<file path="src/design/sfl_pkg.sv">
// Package for the slab free-list pool: field widths, codes, payload structs
// and the internal command and divider types. No dependencies.
package sfl_pkg;

  localparam int ADDR_W      = 32;
  localparam int SIZE_W      = 13;
  localparam int PAGES_W     = 4;
  localparam int IN_USE_W    = 11;
  localparam int STATUS_W    = 3;
  localparam int CFG_IDX_W   = 2;
  localparam int PAGE_SHIFT  = 12;
  localparam int REL_W       = PAGES_W + PAGE_SHIFT;
  localparam int QUEUE_DEPTH = 2;

  localparam logic [ADDR_W-1:0]  PAGE_MASK       = 32'hfffff000;
  localparam logic [SIZE_W-1:0]  MIN_SLOT        = 13'd8;
  localparam logic [ADDR_W-1:0]  RESET_BASE      = 32'h0;
  localparam logic [SIZE_W-1:0]  RESET_SLOT_SIZE = 13'd8;
  localparam logic [PAGES_W-1:0] RESET_PAGES     = 4'd1;

  localparam logic REQ_ALLOC = 1'b0;
  localparam logic REQ_FREE  = 1'b1;

  typedef enum logic [CFG_IDX_W-1:0] {
    CFG_BASE       = 2'd0,
    CFG_SLOT_SIZE  = 2'd1,
    CFG_PAGE_COUNT = 2'd2
  } cfg_idx_e;

  typedef enum logic [STATUS_W-1:0] {
    ST_OK            = 3'd0,
    ST_SIZE_MISMATCH = 3'd1,
    ST_FULL          = 3'd2,
    ST_OUTSIDE       = 3'd3,
    ST_NONE_OUT      = 3'd4,
    ST_MISALIGNED    = 3'd5
  } status_e;

  typedef enum logic [2:0] {
    BK_CNT_START,
    BK_CNT_WAIT,
    BK_SWEEP,
    BK_IDLE,
    BK_ALLOC,
    BK_FREE_WAIT
  } back_state_e;

  typedef struct packed {
    logic              req_type;
    logic [SIZE_W-1:0] req_size;
    logic [ADDR_W-1:0] free_address;
  } req_t;

  typedef struct packed {
    logic [STATUS_W-1:0] status;
    logic [ADDR_W-1:0]   slot_address;
    logic [IN_USE_W-1:0] in_use;
  } rsp_t;

  typedef struct packed {
    logic             is_free;
    status_e          pre_status;
    logic [REL_W-1:0] rel;
  } cmd_t;

  typedef struct packed {
    logic              start;
    logic [REL_W-1:0]  dividend_a;
    logic [REL_W-1:0]  dividend_b;
    logic [SIZE_W-1:0] divisor;
  } div_req_t;

  typedef struct packed {
    logic              done;
    logic [REL_W-1:0]  quo_a;
    logic [SIZE_W-1:0] rem_a;
    logic [SIZE_W-1:0] rem_b;
  } div_rsp_t;

endpackage

</file>
<file path="src/design/sfl_front.sv">
// Front end of the slab pool: accepts a request and classifies it against
// the configuration into a queued command. Depends on sfl_pkg.
module sfl_front import sfl_pkg::*; (
  input  logic               start_i,
  input  logic               busy_i,
  input  req_t               req_i,
  input  logic [ADDR_W-1:0]  base_i,
  input  logic [SIZE_W-1:0]  eff_size_i,
  input  logic [PAGES_W-1:0] page_count_i,
  output logic               push_o,
  output cmd_t               cmd_o
);

  logic [ADDR_W:0]   region_end;
  logic              outside;
  logic [ADDR_W-1:0] rel_full;

  // The region end is computed one bit wider so that it cannot wrap.
  assign region_end = {1'b0, base_i}
                    + (ADDR_W+1)'({page_count_i, {PAGE_SHIFT{1'b0}}});
  assign outside    = (req_i.free_address < base_i)
                    || ({1'b0, req_i.free_address} >= region_end);
  assign rel_full   = req_i.free_address - base_i;

  assign push_o = start_i && !busy_i;

  always_comb begin
    cmd_o.is_free    = (req_i.req_type == REQ_FREE);
    cmd_o.rel        = rel_full[REL_W-1:0];
    cmd_o.pre_status = ST_OK;
    if (req_i.req_type == REQ_FREE) begin
      if (outside) begin
        cmd_o.pre_status = ST_OUTSIDE;
      end
    end else begin
      if (req_i.req_size != eff_size_i) begin
        cmd_o.pre_status = ST_SIZE_MISMATCH;
      end
    end
  end

endmodule

</file>
<file path="config.mk">
export PLATFORM = sky130hd
export DESIGN_NAME = sfl_front
export DESIGN_NICKNAME = d
export VERILOG_FILES = /design/src/design/sfl_pkg.sv /design/src/design/sfl_front.sv
export SDC_FILE = /design/constraint.sdc
export NUM_CORES = 1
export LEC_CHECK = 0
export ABC_AREA = 1
export ABC_CLOCK_PERIOD_IN_PS = 3450
export BUFFER_PORTS_ARGS = -buffer_cell sky130_fd_sc_hd__buf_2
export CAP_MARGIN = 20
export CORE_ASPECT_RATIO = 0.7
export CORE_MARGIN = 3
export CORE_UTILIZATION = 50
export DETAILED_ROUTE_END_ITERATION = 10
export GPL_ROUTABILITY_DRIVEN = 0
export PLACE_DENSITY = 0.85
export SYNTH_ARGS = -nofsm -noshare
export SYNTH_HDL_FRONTEND = slang
export SYNTH_SLANG_ARGS = --single-unit
</file>
<file path="constraint.sdc">
create_clock -name vclk -period 3.45
set_input_delay 0.345 -clock vclk [all_inputs]
set_output_delay 0.345 -clock vclk [all_outputs]
set_load 0.02 [all_outputs]
</file>
==> results.json <==
{
  "p_per_area_nw_per_um2": 160,
  "place_hpwl_mm": 6.67,
  "slowest_stage": "fa_2",
  "critical_path_class": "input port to primary output",
  "drive_above_1_share_pct": 30.6,
  "p_total_mw": 0.566,
  "m1WireLength_mm": 3.45,
  "syn_avg_cell_area_um2": 5.95,
  "setup_viol": 1,
  "slowest_delay_ns": 0.35,
  "grt_pass1_vias": 2979,
  "cp.buffers_inverters": 4,
  "seq_cell_count": 0,
  "slew_viol_final": 0,
  "startpoint_type": "input port",
  "crit_required_ns": 3.11,
  "synth.net_count": 586,
  "violations": "negative setup slack",
  "dp_slack_ns": -0.191,
  "final.setup.worst_slack_ns": -0.00192,
  "critPathTopFamily": "simple AND/OR/NAND/NOR gates",
  "fp.dieH_um": 65.9,
  "num_io_pins": 118,
  "final_cell_mix": "nand2_1, buf_2, inv_1",
  "highest_layer": "met4",
  "min_period_ns": 3.45,
  "core_area_um2": 4860,
  "initial_utilization_pct": 52.7,
  "drt-initial-drc-count": 185,
  "fillers": 428,
  "met3WireLength_um": 531,
  "path_cells": "buf_8 -> ha_4 -> inv_2 -> fa_2 -> o21ai_2 -> nand4_1 -> nor3_2 -> buf_4 -> xor2_2 -> ha_1 -> nand2_1 -> nor2_1 -> nand2_1 -> or2_4 -> nor2_2 -> nand2_1 -> nand3_2 -> nand2_2 -> nand2_2 -> buf_6",
  "routedWlPerCell_um": 12.3,
  "leakage_nw": 2.10,
  "die_x_um": 91.6,
  "path_common_cell": "nand2_1",
  "wl_met2_mm": 3.68,
  "grt_pass1_wl_mm": 12.6,
  "rsz0062_at_grt": "yes",
  "dr.pass1.iters": 5,
  "nets": 723,
  "syn_inst": 431,
  "diodes": 0,
  "vias": 3173,
  "post-place-cells": 625,
  "syn2layout_area_growth_pct": 37.6,
  "grt_usage_pct": 24.6,
  "yosysUniqueCellTypes": 30,
  "ctsHoldBuffers": 0,
  "io_buffers": 117,
  "nClkBuffers": 0,
  "outcome": "finished with violations",
  "wirelength_mm": 7.81,
  "ant_nets": 0,
  "drv_cap": 0,
  "antenna_found_initial": 0,
  "seq_area_um2": 0,
  "yosysWarnings": 0,
  "dieArea_um2": 6030,
  "hold_slack_ns": 0.937,
  "ir_drop_mv": 0.110,
  "overflow": 0,
  "grt_max_degree": 8,
  "arrival_ns": 3.11,
  "fin_crit_sh_pct": 100,
  "rows": 21,
  "fmax_ghz": 0.290,
  "seq_area_frac_synth_pct": 0,
  "synth_area_um2": 2560,
  "vias_per_cell": 5.00,
  "hold_path.class": "input port to primary output",
  "cp-end-kind": "primary output",
  "finalNonFillerCells": 635,
  "drc": 0,
  "cp_max_fo": 2,
  "finalHoldViolCount": 0
}
per-stage QoR:
stage / setup TNS, ns / area [um^2] / utilization, %
floorplan: 0 / 2560 / -
global placement: -0.147 / 3290 / 67.8
detailed placement: -0.374 / 3290 / 67.8
CTS: 0 / 3440 / 70.7
global route: -0.353 / 3530 / 72.5
finish: -0.00192 / 3530 / 72.5
Yosys cell counts, types with 2 or more instances:
library cell  count  area share, %
nand2_1         119             17
inv_1            85             12
ha_1             56             27
nor2_1           32            4.7
a21oi_1          26            5.1
xor2_1           26            8.9
nand3_1          19            3.7
xnor2_1          14            4.8
nand4_1           9            2.2
nor3_1            6            1.2
o21ai_0           6            1.2
a21o_1            4            1.2
nand2_2           3           0.73
o21a_1            3           0.88
a31oi_1           2           0.49
buf_4             2           0.59
fa_1              2            1.6
nand3_2           2           0.78
nor2_2            2           0.49
nor4_1            2           0.49
o21ai_2           2           0.68
tightest hold or removal path, delay by kind of cell:
family                 cells  cell delay (ns)
AND/OR/NAND/NOR            1             0.03
buffers and inverters      2             0.21
power by group:
| group | total (mW) | internal, mW | switching [mW] | leakage [nW] |
|---|---|---|---|---|
| logic | 0.566 | 0.236 | 0.330 | 2.10 |
| registers | 0 | 0 | 0 | 0 |
| clock network | 0 | 0 | 0 | 0 |
| total | 0.566 | 0.236 | 0.330 | 2.10 |
per-layer routing:
layer / track usage [%] / up-vias
li1: - / 1638
met1: 32.5 / 1403
met2: 43.9 / 116
met3: 2.05 / 16
met4: 4.70 / 0
met5: 0 / -
cell type report:
class,count,area (um^2),area share [%]
repair buffers,137,768,21.8
well taps,69,86.3,2.45
multi-input cells,344,2350,66.7
inverters,85,319,9.05
what timing repair did:
item / CTS / global route
pin swaps: 24 / 18
endpoints found under the setup margin: 2 / 2
gates resized for setup: 17 / 18
buffers inserted: 10 / 3
final timing paths:
check / start / to / slack [ns] / cells after the start
min: busy_i / push_o / 0.94 / 3
max: base_i[12] / cmd_o[16] / -0.002 / 20
kinds of logic after synthesis:
family,count (synthesis),synth area share (%)
AOI/OAI and AO/OA,46,10.7
adders and majority gates,58,28.9
other,1,0.146
buffers and inverters,87,13.0
and+or+nand+nor,199,33.5
xor gates and xnor gates,40,13.7
No activity file was read; power rests on OpenSTA's default activity.
