### src/design/sfl_pkg.sv
// Package for the slab free-list pool: field widths, codes, payload structs
// and the internal command and divider types. No dependencies.
package sfl_pkg;

  localparam int ADDR_W      = 32;
  localparam int SIZE_W      = 13;
  localparam int PAGES_W     = 4;
  localparam int IN_USE_W    = 11;
  localparam int STATUS_W    = 3;
  localparam int CFG_IDX_W   = 2;
  localparam int PAGE_SHIFT  = 12;
  localparam int REL_W       = PAGES_W + PAGE_SHIFT;
  localparam int QUEUE_DEPTH = 2;

  localparam logic [ADDR_W-1:0]  PAGE_MASK       = 32'hfffff000;
  localparam logic [SIZE_W-1:0]  MIN_SLOT        = 13'd8;
  localparam logic [ADDR_W-1:0]  RESET_BASE      = 32'h0;
  localparam logic [SIZE_W-1:0]  RESET_SLOT_SIZE = 13'd8;
  localparam logic [PAGES_W-1:0] RESET_PAGES     = 4'd1;

  localparam logic REQ_ALLOC = 1'b0;
  localparam logic REQ_FREE  = 1'b1;

  typedef enum logic [CFG_IDX_W-1:0] {
    CFG_BASE       = 2'd0,
    CFG_SLOT_SIZE  = 2'd1,
    CFG_PAGE_COUNT = 2'd2
  } cfg_idx_e;

  typedef enum logic [STATUS_W-1:0] {
    ST_OK            = 3'd0,
    ST_SIZE_MISMATCH = 3'd1,
    ST_FULL          = 3'd2,
    ST_OUTSIDE       = 3'd3,
    ST_NONE_OUT      = 3'd4,
    ST_MISALIGNED    = 3'd5
  } status_e;

  typedef enum logic [2:0] {
    BK_CNT_START,
    BK_CNT_WAIT,
    BK_SWEEP,
    BK_IDLE,
    BK_ALLOC,
    BK_FREE_WAIT
  } back_state_e;

  typedef struct packed {
    logic              req_type;
    logic [SIZE_W-1:0] req_size;
    logic [ADDR_W-1:0] free_address;
  } req_t;

  typedef struct packed {
    logic [STATUS_W-1:0] status;
    logic [ADDR_W-1:0]   slot_address;
    logic [IN_USE_W-1:0] in_use;
  } rsp_t;

  typedef struct packed {
    logic             is_free;
    status_e          pre_status;
    logic [REL_W-1:0] rel;
  } cmd_t;

  typedef struct packed {
    logic              start;
    logic [REL_W-1:0]  dividend_a;
    logic [REL_W-1:0]  dividend_b;
    logic [SIZE_W-1:0] divisor;
  } div_req_t;

  typedef struct packed {
    logic              done;
    logic [REL_W-1:0]  quo_a;
    logic [SIZE_W-1:0] rem_a;
    logic [SIZE_W-1:0] rem_b;
  } div_rsp_t;

endpackage

### src/design/sfl_fifo.sv
// Short command queue between the front and back of the slab pool.
// Depends on sfl_pkg for the command type and depth.
module sfl_fifo import sfl_pkg::*; (
  input  logic clk_i,
  input  logic rst_ni,
  input  logic push_i,
  input  cmd_t cmd_i,
  input  logic pop_i,
  output cmd_t cmd_o,
  output logic full_o,
  output logic empty_o
);

  localparam int PTR_W  = (QUEUE_DEPTH > 1) ? $clog2(QUEUE_DEPTH) : 1;
  localparam int FILL_W = $clog2(QUEUE_DEPTH + 1);

  cmd_t              entries [QUEUE_DEPTH];
  logic [PTR_W-1:0]  wr_ptr_q, wr_ptr_d;
  logic [PTR_W-1:0]  rd_ptr_q, rd_ptr_d;
  logic [FILL_W-1:0] fill_q, fill_d;

  assign full_o  = (fill_q == FILL_W'(QUEUE_DEPTH));
  assign empty_o = (fill_q == '0);
  assign cmd_o   = entries[rd_ptr_q];

  always_comb begin
    wr_ptr_d = wr_ptr_q;
    rd_ptr_d = rd_ptr_q;
    fill_d   = fill_q;
    if (push_i) begin
      wr_ptr_d = (wr_ptr_q == PTR_W'(QUEUE_DEPTH - 1)) ? '0 : wr_ptr_q + 1'b1;
    end
    if (pop_i) begin
      rd_ptr_d = (rd_ptr_q == PTR_W'(QUEUE_DEPTH - 1)) ? '0 : rd_ptr_q + 1'b1;
    end
    case ({push_i, pop_i})
      2'b10:   fill_d = fill_q + 1'b1;
      2'b01:   fill_d = fill_q - 1'b1;
      default: fill_d = fill_q;
    endcase
  end

  always_ff @(posedge clk_i or negedge rst_ni) begin
    if (!rst_ni) begin
      wr_ptr_q <= '0;
      rd_ptr_q <= '0;
      fill_q   <= '0;
    end else begin
      wr_ptr_q <= wr_ptr_d;
      rd_ptr_q <= rd_ptr_d;
      fill_q   <= fill_d;
    end
  end

  always_ff @(posedge clk_i) begin
    if (push_i) begin
      entries[wr_ptr_q] <= cmd_i;
    end
  end

endmodule

### config.mk
export PLATFORM = sky130hd
export DESIGN_NAME = sfl_fifo
export DESIGN_NICKNAME = d
export VERILOG_FILES = /design/src/design/sfl_pkg.sv /design/src/design/sfl_fifo.sv
export SDC_FILE = /design/constraint.sdc
export NUM_CORES = 1
export LEC_CHECK = 0
export ABC_AREA = 0
export ABC_CLOCK_PERIOD_IN_PS = 1600
export BUFFER_PORTS_ARGS = -buffer_cell sky130_fd_sc_hd__buf_2
export CAP_MARGIN = 15
export CORE_MARGIN = 2
export CORE_UTILIZATION = 45
export DETAILED_ROUTE_END_ITERATION = 8
export GPL_TIMING_DRIVEN = 0
export PLACE_DENSITY = 0.73
export SYNTH_ARGS = -nofsm -noshare
export SYNTH_HDL_FRONTEND = slang
export SYNTH_SLANG_ARGS = --single-unit
### constraint.sdc
create_clock -name clk_i -period 1.6 [get_ports clk_i]
set_input_delay 0.16 -clock clk_i [delete_from_list [all_inputs] [get_ports clk_i]]
set_output_delay 0.16 -clock clk_i [all_outputs]
set_load 0.005 [all_outputs]
==> run_results.csv, run 1 <==
group,metric,value,unit
cells_and_area,seq_area,0.001303,mm²
cells_and_area,final_common_cell,"buf_2",
timing,rsz0062_at_grt,"yes",
cells_and_area,fill_cells,246,
synthesis,syn_area,0.001628,mm²
synthesis,ys_seq_elements,44,
clock_network,clk_latency,0.35,ns
run,cap_violations,0,
worst_hold_path,worstHoldPathType,"in2async",
pwr,vdd_drop_max,0.0009013,V
routing,wl_met1,1.038,mm
cells_and_area,final_cell_mix,"buf_2, edfxtp_1, dlygate4sd3_1, mux2_2",
routing,first_pass_iters,4,
clock_network,clkSinkCount,44,
routing,drtIter0Drc,44,
floorplanning,core,0.003416,mm²
routing,met2_length,1.454,mm
routing,ant_nets,0,
setup_path,rr_worst_depth,1,
synthesis,netlist_instances,78,
setup_path,startpoint_type,"register",
grt,gr-total-overflow,0,
floorplanning,die_h,64.15,µm
synthesis,syn_nets,103,
placement,routabilityCongestion,0.7228,
cells_and_area,layout-drive-gt1-share,51.61,%
clock_network,cts_tree,"done",
floorplanning,dieWidth,64.15,µm
clock_network,cts_buffer_depth,2,
pwr,leakage,0.9027,nW
routing,vias,926,
clock_network,clk_pin_slew,0.11,ns
setup_path,r2r-start,"wr_ptr_q",
timing,finalCritPeriodShare,97.22,%
synthesis,synth_warnings,0,
cells_and_area,design_area,0.002275,mm²
timing,clock-skew-final,0.009539,ns
timing,setup_violations,0,
floorplanning,die-area,0.004115,mm²
clock_network,cts_made_buffers,5,
cells_and_area,num_antenna_cells,0,
placement,dp_hpwl,1.725,mm
routing,routed_wl,2.752,mm
setup_path,critical_path_class,"reg2out",
grt,grt_pass1_wl,4.271,mm
setup_path,crit_required,1.44,ns
synthesis,ys_types,11,
setup_path,reg2reg_to,"entries[0][12]",
timing,maxSlewHeadroom,60.50,%
grt,grt_antenna_before_repair,0,
clock_network,cts_max_level,2,
pwr,powerDensity,1484,mW/mm²
floorplanning,rows,21,
run_status,status,"finished, final reports clean",
routing,highest_layer,"met3",
floorplanning,io_pins,46,
cells_and_area,multi_input_area,335.3,µm²
grt,grt_usage,14.30,%
routing,wl_met3,259,µm
timing,layout_min_cycle_time,1.556,ns
timing,max_freq,0.6429,GHz
synthesis,yosysSeqAreaShare,79.94,%
cells_and_area,area_growth,39.74,%
placement,placed_area,0.001913,mm²
routing,drt-vias-per-instance,4.607,
routing,wl_per_cell,13.69,µm
timing,hold_violations,0,
timing,whs,0.1617,ns
synthesis,avgSynthCellArea,20.87,µm²
setup_path,r2r_setup_slack,0.30,ns
setup_path,arrival,1.40,ns
timing,slew_violations,0,
grt,grt_pass1_vias,996,
cells_and_area,finalNetCount,179,
setup_path,end_kind,"output pin",
grt,grt_max_degree,21,
cells_and_area,final_core_util,66.59,%
clock_network,cts-root-buf,"clkbuf_4",
floorplanning,start_util,47.66,%
timing,max_slew.worst_pin.slew,0.5911,ns
placement,io_buffers,45,
setup_path,cp_max_fo,5,
routing,route.detailed.drc,0,
[registers in the layout, indices dropped and copies added (netlist names)]
register	flops
entries	40
fill_q	2
rd_ptr_q	1
wr_ptr_q	1
[cell usage after synthesis]
cell      count  area (µm²)
buf_4         2       15.01
and2b_2       1       8.760
inv_1         1       3.750
mux2_2       20       225.2
and2_1        1       6.260
edfxtp_1     40        1201
dfrtp_1       4       100.1
xor2_1        3       26.28
nor2_1        3       11.26
xnor2_1       2       17.52
ha_1          1       12.51
[power by group]
group	internal, W	leakage (nW)	switching (W)
clock	0.000326	0.0412	0.000336
combinational	0.000617	0.440	0.000448
sequential	0.00154	0.421	0.000108
[final cells by class]
| cell class | count | share of cell area, % |
|---|---|---|
| Multi-Input combinational cell | 31 | 14.74 |
| Timing Repair Buffer | 69 | 20.63 |
| Tap cell | 46 | 2.530 |
| Clock inverter | 3 | 1.870 |
| Sequential cell | 44 | 57.26 |
| Buffer | 2 | 1.155 |
| Clock buffer | 5 | 1.650 |
| Inverter | 1 | 0.1650 |
[worst max-delay path by stage]
stage,end,cells past startpoint,slack (ns),from
after floorplan,entries[0][0],1,0.26,wr_ptr_q
after global placement,entries[0][11],1,-0.008,wr_ptr_q
after detailed placement,entries[0][11],1,-0.04,wr_ptr_q
after CTS,cmd_o[5],3,-0.01,rd_ptr_q
after global routing,cmd_o[4],3,-0.03,rd_ptr_q
final,cmd_o[4],3,0.04,rd_ptr_q
[per-stage QoR]
stage               setup WS [ns]  std cells  power (W)  setup TNS (ns)
floorplan                  0.2573         78   0.002206               0
global placement        -0.008371        169   0.002550         -0.1592
detailed placement       -0.03658        169   0.002583         -0.7160
CTS                      -0.01100        200   0.003293        -0.03288
global route             -0.02914        201   0.003573         -0.2195
finish                    0.04445        201   0.003376               0
[repair_timing]
action,CTS,global route
setup buffers,0,0
resized for setup,2,12
endpoints found under the hold margin,46,0
hold buffers,23,0
endpoints found under the setup margin,29,19
cloned,0,1
[cell families after synthesis]
group | after synthesis | synth area share [%]
XOR/XNOR | 5 | 2.691
adder cells (fa/ha/maj) | 1 | 0.7685
AND/OR/NAND/NOR | 5 | 1.614
flip-flops | 44 | 79.94
multiplexers | 20 | 13.84
buffers and inverters | 3 | 1.152
[layer usage]
metal / up-vias / track usage [%]
met3: 0 / 6.866
met2: 41 / 25.91
li1: 449 / -
met5: - / 0
met1: 436 / 14.56
met4: 0 / 3.989
[worst max-delay path, stage by stage (launching register included)]
cell,delay (ns)
dfrtp_2,0.43
buf_4,0.17
mux2_2,0.33
buf_2,0.13
Note: power is estimated with default switching activity, not from simulation.
==> run 2, diff against run 1 <==
--- a/config.mk
+++ b/config.mk
@@ -11,8 +11,8 @@
 export CAP_MARGIN = 15
 export CORE_MARGIN = 2
 export CORE_UTILIZATION = 45
+export CTS_CLUSTER_SIZE = 25
 export DETAILED_ROUTE_END_ITERATION = 8
-export GPL_TIMING_DRIVEN = 0
 export PLACE_DENSITY = 0.73
 export SYNTH_ARGS = -nofsm -noshare
 export SYNTH_HDL_FRONTEND = slang
==> run_results.csv, run 2 (synthesized netlist as in run 1, its figures left out) <==
group,metric,value,unit
run_status,status,"finished, final reports clean",
timing,rsz0062_at_grt,"yes",
timing,slew_violations,0,
grt,grt_pass1_wl,4.050,mm
routing,wl_per_cell,13.13,µm
routing,drtIter0Drc,57,
timing,finalCritPeriodShare,96.43,%
cells_and_area,num_antenna_cells,0,
grt,grt_usage,13.50,%
grt,grt_pass1_vias,944,
setup_path,r2r-start,"wr_ptr_q",
floorplanning,io_pins,46,
timing,max_freq,0.6481,GHz
cells_and_area,layout-drive-gt1-share,51.32,%
placement,placed_area,0.001928,mm²
setup_path,cp_slowest_cell,"dfrtp_1",
placement,io_buffers,45,
routing,first_pass_iters,4,
clock_network,clk_latency,0.34,ns
floorplanning,start_util,47.66,%
worst_hold_path,min-delay-start,"pop_i",
timing,layout_min_cycle_time,1.543,ns
cells_and_area,final_common_cell,"buf_2",
floorplanning,core,0.003416,mm²
cells_and_area,largest_reg_flops,40,
clock_network,cts_tree,"done",
setup_path,max_stage_delay,0.36,ns
setup_path,crit_required,1.44,ns
grt,gr-total-overflow,0,
cells_and_area,regMostFlops,"entries",
clock_network,cts_max_level,2,
floorplanning,die-area,0.004115,mm²
grt,gr-usage-met2,23.57,%
grt,grt.busiest_layer,"met2",
clock_network,cts_buffer_depth,2,
placement,dp_hpwl,1.695,mm
grt,grt_antenna_before_repair,0,
clock_network,cts_setup_buffers,0,
setup_path,cp_max_fo,10,
routing,ant_nets,0,
cells_and_area,finalNetCount,177,
timing,setup_tns,0,ns
floorplanning,die_h,64.15,µm
timing,maxSlewHeadroom,82.29,%
floorplanning,rows,21,
cells_and_area,design_area,0.002178,mm²
routing,drt-vias-per-instance,4.525,
setup_path,critical_path_class,"reg2out",
routing,vias,896,
grt,grt_use_met3,4.049,%
timing,setup_violations,0,
routing,route.detailed.drc,0,
setup_path,end_kind,"output pin",
setup_path,rr_worst_depth,2,
cells_and_area,final_core_util,63.77,%
pwr,leakage,0.8536,nW
pwr,powerDensity,1414,mW/mm²
clock_network,clkSinkCount,44,
floorplanning,dieWidth,64.15,µm
clock_network,cts_made_buffers,5,
setup_path,startpoint_type,"register",
cells_and_area,final_cell_mix,"buf_2, edfxtp_1, mux2_2, dlygate4sd3_1, clkbuf_4",
cells_and_area,area_growth,33.82,%
timing,clock-skew-final,0.006209,ns
grt,grt_max_degree,21,
cells_and_area,top_regs,"entries (40), fill_q (2)",
grt,use_met1,15.05,%
pwr,vdd_drop_max,0.0006555,V
setup_path,reg2reg_to,"entries[1][1]",
clock_network,clk_pin_slew,0.11,ns
clock_network,cts_resized,0,
setup_path,r2r_setup_slack,0.47,ns
run,cap_violations,0,
setup_path,path_cells,"buf_4 > mux2_2 > buf_2",
routing,routed_wl,2.599,mm
worst_hold_path,whs_path_depth,2,
worst_hold_path,worstHoldEndpoint,"rd_ptr_q",
timing,max_slew.worst_pin.slew,0.2656,ns
clock_network,cts-root-buf,"clkbuf_4",
timing,hold_violations,0,
placement,routabilityCongestion,0.7670,
setup_path,arrival,1.38,ns
worst_hold_path,worstHoldPathType,"in2reg",
-- run 2: changes by cell type in the layout (fill, tap and decap cells not counted), moves of 2 or more --
cell,previous run,this run
buf_6,2,0
mux2_2,15,20
dlygate4sd3_1,23,20
mux2_4,5,0
buf_4,1,4
-- run 2: stage by stage --
step	std cells	hold WS, ns	total power, W	setup slack, ns
floorplan	78	-0.1356	0.002206	0.2573
global placement	171	-0.03205	0.002566	0.4385
detailed placement	171	-0.02737	0.002600	0.4340
CTS	195	0.0008221	0.003105	0.04159
global route	198	0.004420	0.003269	-0.01157
finish	198	0.01943	0.003079	0.05708
-- run 2: worst max path at each step --
stage                     startpoint             to  slack [ns]  cells after the start
after floorplan             wr_ptr_q  entries[0][0]        0.26                      1
after global placement      rd_ptr_q      cmd_o[12]        0.44                      3
after detailed placement    rd_ptr_q       cmd_o[4]        0.43                      3
after CTS                   rd_ptr_q       cmd_o[4]        0.04                      3
after global routing        rd_ptr_q      cmd_o[15]       -0.01                      3
final                       rd_ptr_q       cmd_o[9]        0.06                      3
-- run 2: layout make-up --
type | count | area (µm²)
Clock buffer | 5 | 37.54
Clock inverter | 2 | 12.51
Fill cell | 261 | 1237
Inverter | 1 | 3.754
Multi-Input combinational cell | 31 | 310.3
Sequential cell | 44 | 1301
Tap cell | 46 | 57.56
Timing Repair Buffer | 69 | 455.4
-- run 2: worst max-delay path, delay by kind of cell, from the launching register on --
kind	cells	cell delay [ns]
buffers and inverters	2	0.33
DFF	1	0.36
muxes	1	0.36
-- run 2: timing repair --
| action | 4_1_cts | 5_1_grt |
|---|---|---|
| endpoints found under the setup margin | 0 | 3 |
| hold buffers | 17 | 3 |
| endpoints found under the hold margin | 35 | 6 |
-- run 2: routing by layer --
| metal | wire, µm | part of all wire, % | up-vias |
|---|---|---|---|
| met5 | 0 | 0 | - |
| met4 | 28 | 1.1 | 0 |
| met3 | 218 | 8.4 | 3 |
| met2 | 1280 | 49 | 41 |
| met1 | 1073 | 41 | 409 |
| li1 | - | - | 443 |
-- run 2: where the power goes --
part,switching [W],internal [W],total [W]
clock network,0.000315,0.000160,0.000475
logic,0.000442,0.000539,0.000982
registers,0.0000861,0.00154,0.00162
total,0.000843,0.00224,0.00308
